===== config.mk =====
export PLATFORM = sky130hd
export DESIGN_NAME = current_sensed_start_relay_controller_top
export DESIGN_NICKNAME = d
export VERILOG_FILES = /design/src/rtl/cssrc_pkg.sv /design/src/rtl/cssrc_filter.sv /design/src/rtl/cssrc_seq.sv /design/src/rtl/current_sensed_start_relay_controller_top.sv
export SDC_FILE = /design/constraint.sdc
export NUM_CORES = 1
export LEC_CHECK = 0
export BUFFER_PORTS_ARGS = -buffer_cell sky130_fd_sc_hd__buf_2
export CORE_MARGIN = 3
export CORE_UTILIZATION = 59
export CTS_CLUSTER_DIAMETER = 40
export DETAILED_ROUTE_END_ITERATION = 12
export PLACE_DENSITY = 0.78
export SYNTH_ARGS = -nofsm -noshare
export SYNTH_HDL_FRONTEND = slang
export SYNTH_SLANG_ARGS = --single-unit
export TNS_END_PERCENT = 20

===== constraint.sdc =====
create_clock -name clk -period 12.55 [get_ports clk]
set_input_delay 0.6275 -clock clk [delete_from_list [all_inputs] [get_ports clk]]
set_output_delay 0.6275 -clock clk [all_outputs]
set_load 0.01 [all_outputs]

===== src/rtl/cssrc_pkg.sv =====
// ----------------------------------------------------------------------------
// cssrc_pkg: shared types and constants of the start relay controller
// Register indexes, reset values, event codes and the control structs.
// ----------------------------------------------------------------------------
`default_nettype none

package cssrc_pkg;

	// default parameter values
	localparam int AVERAGE_DEPTH_DEF = 8;
	localparam int SAMPLE_BITS_DEF   = 10;

	// register field widths
	localparam int THR_W  = 10;
	localparam int WIN_W  = 10;
	localparam int TIME_W = 16;
	localparam int CFG_DATA_W = 16;
	localparam int CFG_IDX_W  = 3;

	// register indexes
	localparam logic [CFG_IDX_W-1:0] REG_START_THRESHOLD  = 3'd0;
	localparam logic [CFG_IDX_W-1:0] REG_WINDOW_MS        = 3'd1;
	localparam logic [CFG_IDX_W-1:0] REG_START_TIMEOUT_MS = 3'd2;
	localparam logic [CFG_IDX_W-1:0] REG_PAUSE_MS         = 3'd3;
	localparam logic [CFG_IDX_W-1:0] REG_ALARM_HOLD_MS    = 3'd4;

	// register reset values
	localparam logic [THR_W-1:0]  THRESHOLD_RST  = 10'd740;
	localparam logic [WIN_W-1:0]  WINDOW_RST     = 10'd100;
	localparam logic [TIME_W-1:0] TIMEOUT_RST    = 16'd6000;
	localparam logic [TIME_W-1:0] PAUSE_RST      = 16'd1000;
	localparam logic [TIME_W-1:0] ALARM_HOLD_RST = 16'd4000;

	// item kinds
	localparam logic KIND_SAMPLE = 1'b0;
	localparam logic KIND_TICK   = 1'b1;

	// tone event codes
	localparam logic [1:0] TONE_NONE  = 2'd0;
	localparam logic [1:0] TONE_READY = 2'd1;
	localparam logic [1:0] TONE_START = 2'd2;
	localparam logic [1:0] TONE_FAIL  = 2'd3;

	// start result codes
	localparam logic [1:0] RES_NONE    = 2'd0;
	localparam logic [1:0] RES_OK      = 2'd1;
	localparam logic [1:0] RES_TIMEOUT = 2'd2;

	// configuration register set
	typedef struct packed {
		logic [THR_W-1:0]  start_threshold;
		logic [WIN_W-1:0]  window_ms;
		logic [TIME_W-1:0] start_timeout_ms;
		logic [TIME_W-1:0] pause_ms;
		logic [TIME_W-1:0] alarm_hold_ms;
	} cfg_t;

	// sequencer to filter control
	typedef struct packed {
		logic measuring;
		logic clear;
	} flt_ctl_t;

	// sequencer result flags of one item
	typedef struct packed {
		logic       start_relay_on;
		logic       alarm_relay_on;
		logic [1:0] tone_event;
		logic       window_done;
		logic [1:0] start_result;
	} seq_res_t;

endpackage

`default_nettype wire


===== src/rtl/cssrc_filter.sv =====
// ----------------------------------------------------------------------------
// cssrc_filter: moving average and window peak
// Modified moving average seeded by the first sample, with the peak of the
// filtered values kept until the sequencer clears it.
// ----------------------------------------------------------------------------
`default_nettype none

module cssrc_filter #(
	parameter int AVERAGE_DEPTH = cssrc_pkg::AVERAGE_DEPTH_DEF,
	parameter int SAMPLE_BITS   = cssrc_pkg::SAMPLE_BITS_DEF
) (
	input  wire logic                   clk,
	input  wire logic                   arst_n,
	input  wire logic                   fire,
	input  wire logic                   kind,
	input  wire logic [SAMPLE_BITS-1:0] sample,
	input  wire cssrc_pkg::flt_ctl_t    ctl,
	output logic      [SAMPLE_BITS-1:0] peak,
	output logic      [SAMPLE_BITS-1:0] avg_nxt
);

	// sum stays below AVERAGE_DEPTH * 2^SAMPLE_BITS
	localparam int DIV_L   = $clog2(AVERAGE_DEPTH);
	localparam int SUM_W   = DIV_L + SAMPLE_BITS;
	localparam int SHIFT   = SUM_W + DIV_L;
	localparam int RECIP_W = SUM_W + 1;
	localparam int PROD_W  = SUM_W + RECIP_W;
	// exact reciprocal for dividends below 2^SUM_W
	localparam logic [RECIP_W-1:0] RECIP =
		RECIP_W'(((64'd1 << SHIFT) + 64'(AVERAGE_DEPTH) - 64'd1) / 64'(AVERAGE_DEPTH));

	logic [SUM_W-1:0]       sum_q, sum_nxt;
	logic [SAMPLE_BITS-1:0] avg_q;
	logic [SAMPLE_BITS-1:0] peak_q, peak_nxt;
	logic                   seeded_q, seeded_nxt;
	logic [SUM_W:0]         sum_upd;
	logic [PROD_W-1:0]      prod;

	// running sum update and division by the depth
	always_comb begin
		sum_upd    = {1'b0, sum_q} - (SUM_W+1)'(avg_q) + (SUM_W+1)'(sample);
		sum_nxt    = sum_q;
		avg_nxt    = avg_q;
		seeded_nxt = seeded_q;
		prod       = PROD_W'(sum_upd[SUM_W-1:0]) * PROD_W'(RECIP);
		peak_nxt   = peak_q;
		if (fire && kind == cssrc_pkg::KIND_SAMPLE && ctl.measuring) begin
			seeded_nxt = 1'b1;
			if (!seeded_q) begin
				sum_nxt = SUM_W'(sample) * SUM_W'(AVERAGE_DEPTH);
				avg_nxt = sample;
			end else begin
				sum_nxt = sum_upd[SUM_W-1:0];
				avg_nxt = prod[SHIFT +: SAMPLE_BITS];
			end
			if (avg_nxt > peak_q)
				peak_nxt = avg_nxt;
		end
		if (fire && kind == cssrc_pkg::KIND_TICK && ctl.clear)
			peak_nxt = '0;
	end

	// filter state
	always_ff @(posedge clk or negedge arst_n) begin
		if (!arst_n) begin
			sum_q    <= '0;
			avg_q    <= '0;
			seeded_q <= 1'b0;
			peak_q   <= '0;
		end else begin
			sum_q    <= sum_nxt;
			avg_q    <= avg_nxt;
			seeded_q <= seeded_nxt;
			peak_q   <= peak_nxt;
		end
	end

	assign peak = peak_q;

endmodule

`default_nettype wire


===== src/rtl/cssrc_seq.sv =====
// ----------------------------------------------------------------------------
// cssrc_seq: window and phase sequencer
// Counts window ticks, runs the measure / start / alarm / pause phases and
// the start timer, and forms the relay and event flags of each item.
// ----------------------------------------------------------------------------
`default_nettype none

module cssrc_seq #(
	parameter int SAMPLE_BITS = cssrc_pkg::SAMPLE_BITS_DEF
) (
	input  wire logic                   clk,
	input  wire logic                   arst_n,
	input  wire logic                   fire,
	input  wire logic                   kind,
	input  wire logic [SAMPLE_BITS-1:0] peak,
	input  wire cssrc_pkg::cfg_t        cfg,
	output cssrc_pkg::flt_ctl_t         ctl,
	output cssrc_pkg::seq_res_t         res,
	output logic      [SAMPLE_BITS-1:0] window_peak
);

	localparam int WIN_W  = cssrc_pkg::WIN_W;
	localparam int TIME_W = cssrc_pkg::TIME_W;
	localparam int CMP_W  = (SAMPLE_BITS > cssrc_pkg::THR_W) ? SAMPLE_BITS : cssrc_pkg::THR_W;

	typedef enum logic [2:0] {
		PH_INIT,
		PH_MEASURE,
		PH_STARTING,
		PH_ALARM,
		PH_PAUSE
	} phase_t;

	phase_t              phase_q, phase_nxt;
	logic [WIN_W-1:0]    win_cnt_q, win_cnt_nxt;
	logic [TIME_W-1:0]   phase_tmr_q, phase_tmr_nxt;
	logic [TIME_W-1:0]   start_tmr_q, start_tmr_nxt;
	logic [WIN_W:0]      cnt_inc;
	logic [WIN_W:0]      win_len;
	logic [TIME_W:0]     pt_inc;
	logic [TIME_W:0]     st_inc;
	logic [CMP_W-1:0]    peak_x;
	logic [CMP_W-1:0]    thr_x;
	logic                tick;
	logic                measuring;
	logic                done;
	logic                clear;
	logic [1:0]          tone;
	logic [1:0]          result;

	// window counting and phase transitions
	always_comb begin
		tick      = fire && kind == cssrc_pkg::KIND_TICK;
		measuring = phase_q == PH_INIT || phase_q == PH_MEASURE || phase_q == PH_STARTING;
		cnt_inc   = {1'b0, win_cnt_q} + (WIN_W+1)'(1);
		win_len   = (cfg.window_ms == '0) ? (WIN_W+1)'(1) : {1'b0, cfg.window_ms};
		pt_inc    = {1'b0, phase_tmr_q} + (TIME_W+1)'(1);
		st_inc    = {1'b0, start_tmr_q} + (TIME_W+1)'(1);
		peak_x    = CMP_W'(peak);
		thr_x     = CMP_W'(cfg.start_threshold);

		done          = tick && measuring && cnt_inc >= win_len;
		clear         = done;
		tone          = cssrc_pkg::TONE_NONE;
		result        = cssrc_pkg::RES_NONE;
		phase_nxt     = phase_q;
		phase_tmr_nxt = phase_tmr_q;
		start_tmr_nxt = start_tmr_q;
		win_cnt_nxt   = win_cnt_q;
		if (tick && measuring)
			win_cnt_nxt = done ? '0 : cnt_inc[WIN_W-1:0];

		if (tick) begin
			case (phase_q)
				PH_INIT: begin
					if (done) begin
						tone      = cssrc_pkg::TONE_READY;
						phase_nxt = PH_MEASURE;
					end
				end
				PH_MEASURE: begin
					if (done) begin
						if (peak_x > thr_x) begin
							tone          = cssrc_pkg::TONE_START;
							start_tmr_nxt = '0;
							phase_nxt     = PH_STARTING;
						end else begin
							phase_tmr_nxt = '0;
							phase_nxt     = PH_PAUSE;
						end
					end
				end
				PH_STARTING: begin
					start_tmr_nxt = st_inc[TIME_W-1:0];
					// success wins over a timeout on the same tick
					if (done && peak_x < thr_x) begin
						result        = cssrc_pkg::RES_OK;
						phase_tmr_nxt = '0;
						phase_nxt     = PH_PAUSE;
					end else if (st_inc >= {1'b0, cfg.start_timeout_ms}) begin
						result        = cssrc_pkg::RES_TIMEOUT;
						tone          = cssrc_pkg::TONE_FAIL;
						phase_tmr_nxt = '0;
						phase_nxt     = PH_ALARM;
						clear         = 1'b1;
						win_cnt_nxt   = '0;
					end
				end
				PH_ALARM: begin
					if (pt_inc >= {1'b0, cfg.alarm_hold_ms}) begin
						phase_tmr_nxt = '0;
						phase_nxt     = PH_PAUSE;
					end else begin
						phase_tmr_nxt = pt_inc[TIME_W-1:0];
					end
				end
				default: begin
					if (pt_inc >= {1'b0, cfg.pause_ms}) begin
						phase_tmr_nxt = '0;
						phase_nxt     = PH_MEASURE;
						clear         = 1'b1;
						win_cnt_nxt   = '0;
					end else begin
						phase_tmr_nxt = pt_inc[TIME_W-1:0];
					end
				end
			endcase
		end
	end

	// sequencer state
	always_ff @(posedge clk or negedge arst_n) begin
		if (!arst_n) begin
			phase_q     <= PH_INIT;
			win_cnt_q   <= '0;
			phase_tmr_q <= '0;
			start_tmr_q <= '0;
		end else begin
			phase_q     <= phase_nxt;
			win_cnt_q   <= win_cnt_nxt;
			phase_tmr_q <= phase_tmr_nxt;
			start_tmr_q <= start_tmr_nxt;
		end
	end

	// flags of this item
	always_comb begin
		ctl.measuring      = measuring;
		ctl.clear          = clear;
		res.start_relay_on = phase_nxt == PH_STARTING;
		res.alarm_relay_on = phase_nxt == PH_ALARM;
		res.tone_event     = tone;
		res.window_done    = done;
		res.start_result   = result;
		window_peak        = done ? peak : '0;
	end

endmodule

`default_nettype wire


===== src/rtl/current_sensed_start_relay_controller_top.sv =====
// ----------------------------------------------------------------------------
// current_sensed_start_relay_controller_top: current-sensed start relay control
// Path: an accepted item waits in the input register, then goes through one pass
// of filter and sequencer logic into the result register.
// Throughput: one item per cycle unless out_stall holds the result register; the filter's state update sets it.
// Reset: control, filter and sequencer state clear; registers take defaults.
// ----------------------------------------------------------------------------
`default_nettype none

module current_sensed_start_relay_controller_top #(
	parameter int AVERAGE_DEPTH = cssrc_pkg::AVERAGE_DEPTH_DEF,
	parameter int SAMPLE_BITS   = cssrc_pkg::SAMPLE_BITS_DEF
) (
	input  wire logic                                clk,
	input  wire logic                                arst_n,
	// configuration
	input  wire logic                                cfg_we,
	input  wire logic [cssrc_pkg::CFG_IDX_W-1:0]     cfg_index,
	input  wire logic [cssrc_pkg::CFG_DATA_W-1:0]    cfg_data,
	// input items
	input  wire logic                                in_valid,
	output logic                                     in_stall,
	input  wire logic                                kind,
	input  wire logic [SAMPLE_BITS-1:0]              sample,
	// result items
	output logic                                     out_valid,
	input  wire logic                                out_stall,
	output logic                                     start_relay_on,
	output logic                                     alarm_relay_on,
	output logic [1:0]                               tone_event,
	output logic                                     window_done,
	output logic [SAMPLE_BITS-1:0]                   window_peak,
	output logic [SAMPLE_BITS-1:0]                   filtered_value,
	output logic [1:0]                               start_result
);

	cssrc_pkg::cfg_t     cfg_q;
	cssrc_pkg::flt_ctl_t flt_ctl;
	cssrc_pkg::seq_res_t seq_res;

	logic                   valid_s1;
	logic                   kind_s1;
	logic [SAMPLE_BITS-1:0] sample_s1;
	logic                   adv;
	logic                   fire;
	logic [SAMPLE_BITS-1:0] peak;
	logic [SAMPLE_BITS-1:0] avg_nxt;
	logic [SAMPLE_BITS-1:0] wpeak;

	// configuration registers
	always_ff @(posedge clk or negedge arst_n) begin
		if (!arst_n) begin
			cfg_q.start_threshold  <= cssrc_pkg::THRESHOLD_RST;
			cfg_q.window_ms        <= cssrc_pkg::WINDOW_RST;
			cfg_q.start_timeout_ms <= cssrc_pkg::TIMEOUT_RST;
			cfg_q.pause_ms         <= cssrc_pkg::PAUSE_RST;
			cfg_q.alarm_hold_ms    <= cssrc_pkg::ALARM_HOLD_RST;
		end else if (cfg_we) begin
			case (cfg_index)
				cssrc_pkg::REG_START_THRESHOLD:
					cfg_q.start_threshold <= cfg_data[cssrc_pkg::THR_W-1:0];
				cssrc_pkg::REG_WINDOW_MS:
					cfg_q.window_ms <= cfg_data[cssrc_pkg::WIN_W-1:0];
				cssrc_pkg::REG_START_TIMEOUT_MS:
					cfg_q.start_timeout_ms <= cfg_data;
				cssrc_pkg::REG_PAUSE_MS:
					cfg_q.pause_ms <= cfg_data;
				cssrc_pkg::REG_ALARM_HOLD_MS:
					cfg_q.alarm_hold_ms <= cfg_data;
				default: ;
			endcase
		end
	end

	// flow control: the result register frees or drains every cycle it is not stalled
	assign adv      = !out_valid || !out_stall;
	assign in_stall = valid_s1 && !adv;
	assign fire     = valid_s1 && adv;

	// input register
	always_ff @(posedge clk or negedge arst_n) begin
		if (!arst_n) begin
			valid_s1 <= 1'b0;
		end else if (!in_stall) begin
			valid_s1 <= in_valid;
		end
	end

	always_ff @(posedge clk) begin
		if (in_valid && !in_stall) begin
			kind_s1   <= kind;
			sample_s1 <= sample;
		end
	end

	cssrc_filter #(
		.AVERAGE_DEPTH (AVERAGE_DEPTH),
		.SAMPLE_BITS   (SAMPLE_BITS)
	) u_filter (
		.clk     (clk),
		.arst_n  (arst_n),
		.fire    (fire),
		.kind    (kind_s1),
		.sample  (sample_s1),
		.ctl     (flt_ctl),
		.peak    (peak),
		.avg_nxt (avg_nxt)
	);

	cssrc_seq #(
		.SAMPLE_BITS (SAMPLE_BITS)
	) u_seq (
		.clk         (clk),
		.arst_n      (arst_n),
		.fire        (fire),
		.kind        (kind_s1),
		.peak        (peak),
		.cfg         (cfg_q),
		.ctl         (flt_ctl),
		.res         (seq_res),
		.window_peak (wpeak)
	);

	// result register
	always_ff @(posedge clk or negedge arst_n) begin
		if (!arst_n) begin
			out_valid <= 1'b0;
		end else if (adv) begin
			out_valid <= valid_s1;
		end
	end

	always_ff @(posedge clk) begin
		if (fire) begin
			start_relay_on <= seq_res.start_relay_on;
			alarm_relay_on <= seq_res.alarm_relay_on;
			tone_event     <= seq_res.tone_event;
			window_done    <= seq_res.window_done;
			window_peak    <= wpeak;
			filtered_value <= avg_nxt;
			start_result   <= seq_res.start_result;
		end
	end

	// relays are never both on
	assert property (@(posedge clk) disable iff (!arst_n)
		out_valid |-> !(start_relay_on && alarm_relay_on))
		else $error("start and alarm relay both on");

	// a timed-out start goes with the failure tone and the alarm relay
	assert property (@(posedge clk) disable iff (!arst_n)
		(out_valid && start_result == cssrc_pkg::RES_TIMEOUT) |->
			(tone_event == cssrc_pkg::TONE_FAIL && alarm_relay_on))
		else $error("timeout result without failure tone and alarm");

	// a window peak is reported only when a window closes
	assert property (@(posedge clk) disable iff (!arst_n)
		(out_valid && !window_done) |-> (window_peak == '0))
		else $error("window peak without a closed window");

	// an item held in the input register moves on once the result register drains
	assert property (@(posedge clk) disable iff (!arst_n)
		(valid_s1 && !out_stall) |=> (out_valid))
		else $error("item lost between input and result register");

endmodule

`default_nettype wire


==> metrics.txt <==
post-route setup slack a little under 8 ns; Cell Area, Synth between 10000 and 15000 µm²; post-synthesis sequential area ratio 0.457; Arr. time, crit path between 4 and 5 ns; fin area 11900 µm²; H-Tree Depth 4; dpl hpwl 16400 µm; ys flop type dfrtp_1; R2R Path Start sample_s1[2]$_DFFE_PP_; Worst path top cell family by delay compound AO/OA/AOI/OAI gates; CP startpoint kind flip-flop; Post-synth EDFFs 38; max incr delay on CP ~0.54 ns; die height ~140 µm; clk buf depth 2; Crit path top cell by count inv_1; Clk Latency, worst-skew pair ~0.44 ns; post-synthesis cell type count between 70 and 80; Detailed Routing Iterations Pass 1 5; syn_nets around 1200; routed len/inst ~16 µm; grt total ovfl 0; ys async rst share 0.797; Clock Skew ~0.0061 ns; worst reg2reg endpoint u_filter.peak[8]$_DFFE_PN0P_; Final Util 0.676; Yosys reg bits 187; CORE AREA between 15000 and 20000 µm²; Root Buffer clkbuf_16; RSZ-0062 raised after global routing false; max-slew violations 0; RePlAce Congestion 0.876; crit path time final ~4.7 ns; initial antenna violation count 0; nets 1273; # hold bufs at CTS 0; FILL cells between 1000 and 1500; Fin. Hold Viols 0; setup TNS 0 ns; Crit. End Element flip-flop; worst path cell trace inv_1 -> fa_1 -> inv_1 -> ha_1 -> nor2b_1 -> o31ai_1 -> a21oi_1 -> a41o_1 -> o41ai_2 -> xnor2_1 -> mux2i_1 -> inv_1 -> ha_1 -> nand4_1 -> nor2_1 -> a21oi_1 -> o211ai_1 -> nand3_1 -> and3_1 -> a22o_1; status completed; 1st-iter DRT viols ~480; cells on worst reg2reg path 20; Vias/cell about 5.7; largest net degree at the start of global routing 76; Crit Path Max Fanout 10; Cell Area, Placed approximately 11000 µm²; first-pass GRT wire length around 38000 µm; fmax roughly 210 MHz; CTS tree done; Post-Syn Instances between 1000 and 1500; Rows 48; die area approximately 20000 µm²; IO Port Bufs between 60 and 70; worst vdd ir ~0.20 mV; final WL approximately 22000 µm; Post-route DRC 0; Reg clk slew, reported paths 0.07 ns; Diodes inserted 0; postcts setup bufs 0; CP bufs+invs 3; Crit path required time about 13 ns; dpl ws a little under 8 ns; die width approximately 140 µm; Yosys top cell by area dfrtp_1; Layout area overhead 10.5%; Max-Slew Margin vs Limit 0.249; critical path type reg -> reg; Yosys warnings 0; Yosys top cell area share 0.285; syn_area_per_cell between 9 and 10 µm²; layout cell share with drive strength beyond 1 0.158; Min Hold Slack between 0.2 and 0.25 ns; CTS buffer count 17; final antenna-violating net count 0; Crit-path slowest cell fa_1; clock sink count roughly 190; vias 7862; top post-synthesis cells by area dfrtp_1, ha_1, edfxtp_1, dfstp_2, inv_1; Pwr Density roughly 230 nW/µm²; Resize count post-CTS 0; Hold Crit Class in -> async; Worst Tran Pin Value 1.12 ns; final period utilization 0.372; Top Ports 64; vias in the first global route a little under 8000; initial core utilization 0.612; Leak 5.77 nW; flop-to-flop setup slack 7.88 ns; Max Cap Viol 0; setup violators final 0; GRT Overall Usage 0.237
==> cells in the final DEF (no fill, tap or decap), types with 5 or more instances in the layout <==
cell type and count:
o21a_1 6, nand2b_1 9, and2_1 6, nand4_1 20, inv_6 5, xnor2_1 27, dfrtp_1 122, a22oi_1 10
nand3_1 32, o21ai_0 73, mux2_2 31, nor2_1 80, fa_1 10, ha_1 94, o2bb2ai_1 5, o31ai_1 5
o21bai_1 5, clkbuf_16 17, and3_1 11, dfstp_2 27, nand2_1 90, a31oi_1 5, nor2b_1 5, inv_1 154
a22o_1 22, nor3_1 11, mux2i_1 8, and4_1 5, buf_4 7, a21oi_1 33, a21o_1 13, xor2_1 17
buf_2 62, a21boi_0 5, a211oi_1 8, edfxtp_1 38
==> power by group <==
part           switching [mW]  internal, mW
clock                   0.252         0.281
sequential             0.0926         0.774
combinational           0.745         0.543
==> cell usage after synthesis (all sizes together), types with 3 or more instances <==
cell type and n:
a211oi 8, a21boi 5, a21o 13, a21oi 33, a22o 22, a22oi 10, a31oi 5, and2 6
and3 11, and4 5, buf 8, clkbuf 21, dfrtp 122, dfstp 27, edfxtp 38, fa 10
ha 94, inv 154, mux2 32, mux2i 8, nand2 90, nand2b 9, nand3 33, nand4 20
nor2 81, nor2b 5, nor3 14, nor4 4, o211ai 4, o21a 7, o21ai 75, o21bai 5
o2bb2ai 5, o31a 3, o31ai 5, or2 4, or3 4, xnor2 27, xor2 17
==> sequential cells by signal, summed over array words and instances, names as in the netlist, 2 cells and up, named ones only <==
signal	count
u_seq.start_tmr_q	16
u_filter.avg_q	10
window_peak	10
u_seq.phase_tmr_q	16
u_seq.win_cnt_q	10
u_filter.sum_q	13
u_filter.peak	10
filtered_value	10
sample_s1	10
u_seq.phase_q	2
tone_event	2
cfg_q	68
start_result	2
==> layer usage <==
layer	global-route usage	wire, µm	vias to the layer above
met1	0.313	10200	3821
met3	0.0407	804	38
li1	-	-	3841
met4	0.0806	553	0
met5	0	0	-
met2	0.400	10900	162
==> metrics by stage <==
stage / instances / total power [mW]
floorplan: 1074 / 1.84
global placement: 1340 / 2.11
detailed placement: 1340 / 2.15
CTS: 1372 / 2.70
global route: 1372 / 2.91
finish: 1372 / 2.69
==> cell families after synthesis <==
group	after synthesis	share of synthesized area
compound gates	221	0.138
flops	187	0.457
buf+inv	183	0.0667
fa+ha+maj	104	0.128
simple gates	295	0.132
mux	40	0.0414
xor+xnor	44	0.0359
==> layout make-up <==
| type | count | area, µm² | area share |
|---|---|---|---|
| clock inverters | 15 | 154 | 0.0130 |
| inverters | 154 | 578 | 0.0488 |
| repair buffers | 70 | 374 | 0.0316 |
| clock buffers | 17 | 425 | 0.0359 |
| flip-flops and latches | 187 | 4900 | 0.414 |
| well taps | 225 | 282 | 0.0237 |
| multi-input cells | 704 | 5140 | 0.434 |
==> how the worst max path moves through the flow <==
| stage | start | to | slack, ns | cells past startpoint |
|---|---|---|---|---|
| 2_1_floorplan | sample_s1[2]$_DFFE_PP_ | u_filter.peak[1]$_DFFE_PN0P_ | 8.42 | 21 |
| 3_3_place_gp | sample_s1[2]$_DFFE_PP_ | u_filter.peak[8]$_DFFE_PN0P_ | 8.06 | 20 |
| 3_5_place_dp | sample_s1[2]$_DFFE_PP_ | u_filter.peak[3]$_DFFE_PN0P_ | 7.96 | 20 |
| 4_1_cts | sample_s1[2]$_DFFE_PP_ | u_filter.peak[8]$_DFFE_PN0P_ | 7.93 | 20 |
| 5_1_grt | sample_s1[2]$_DFFE_PP_ | u_filter.peak[4]$_DFFE_PN0P_ | 7.55 | 20 |
| 6_report | sample_s1[2]$_DFFE_PP_ | u_filter.peak[8]$_DFFE_PN0P_ | 7.88 | 20 |
Power figures use the tool's default switching activity.
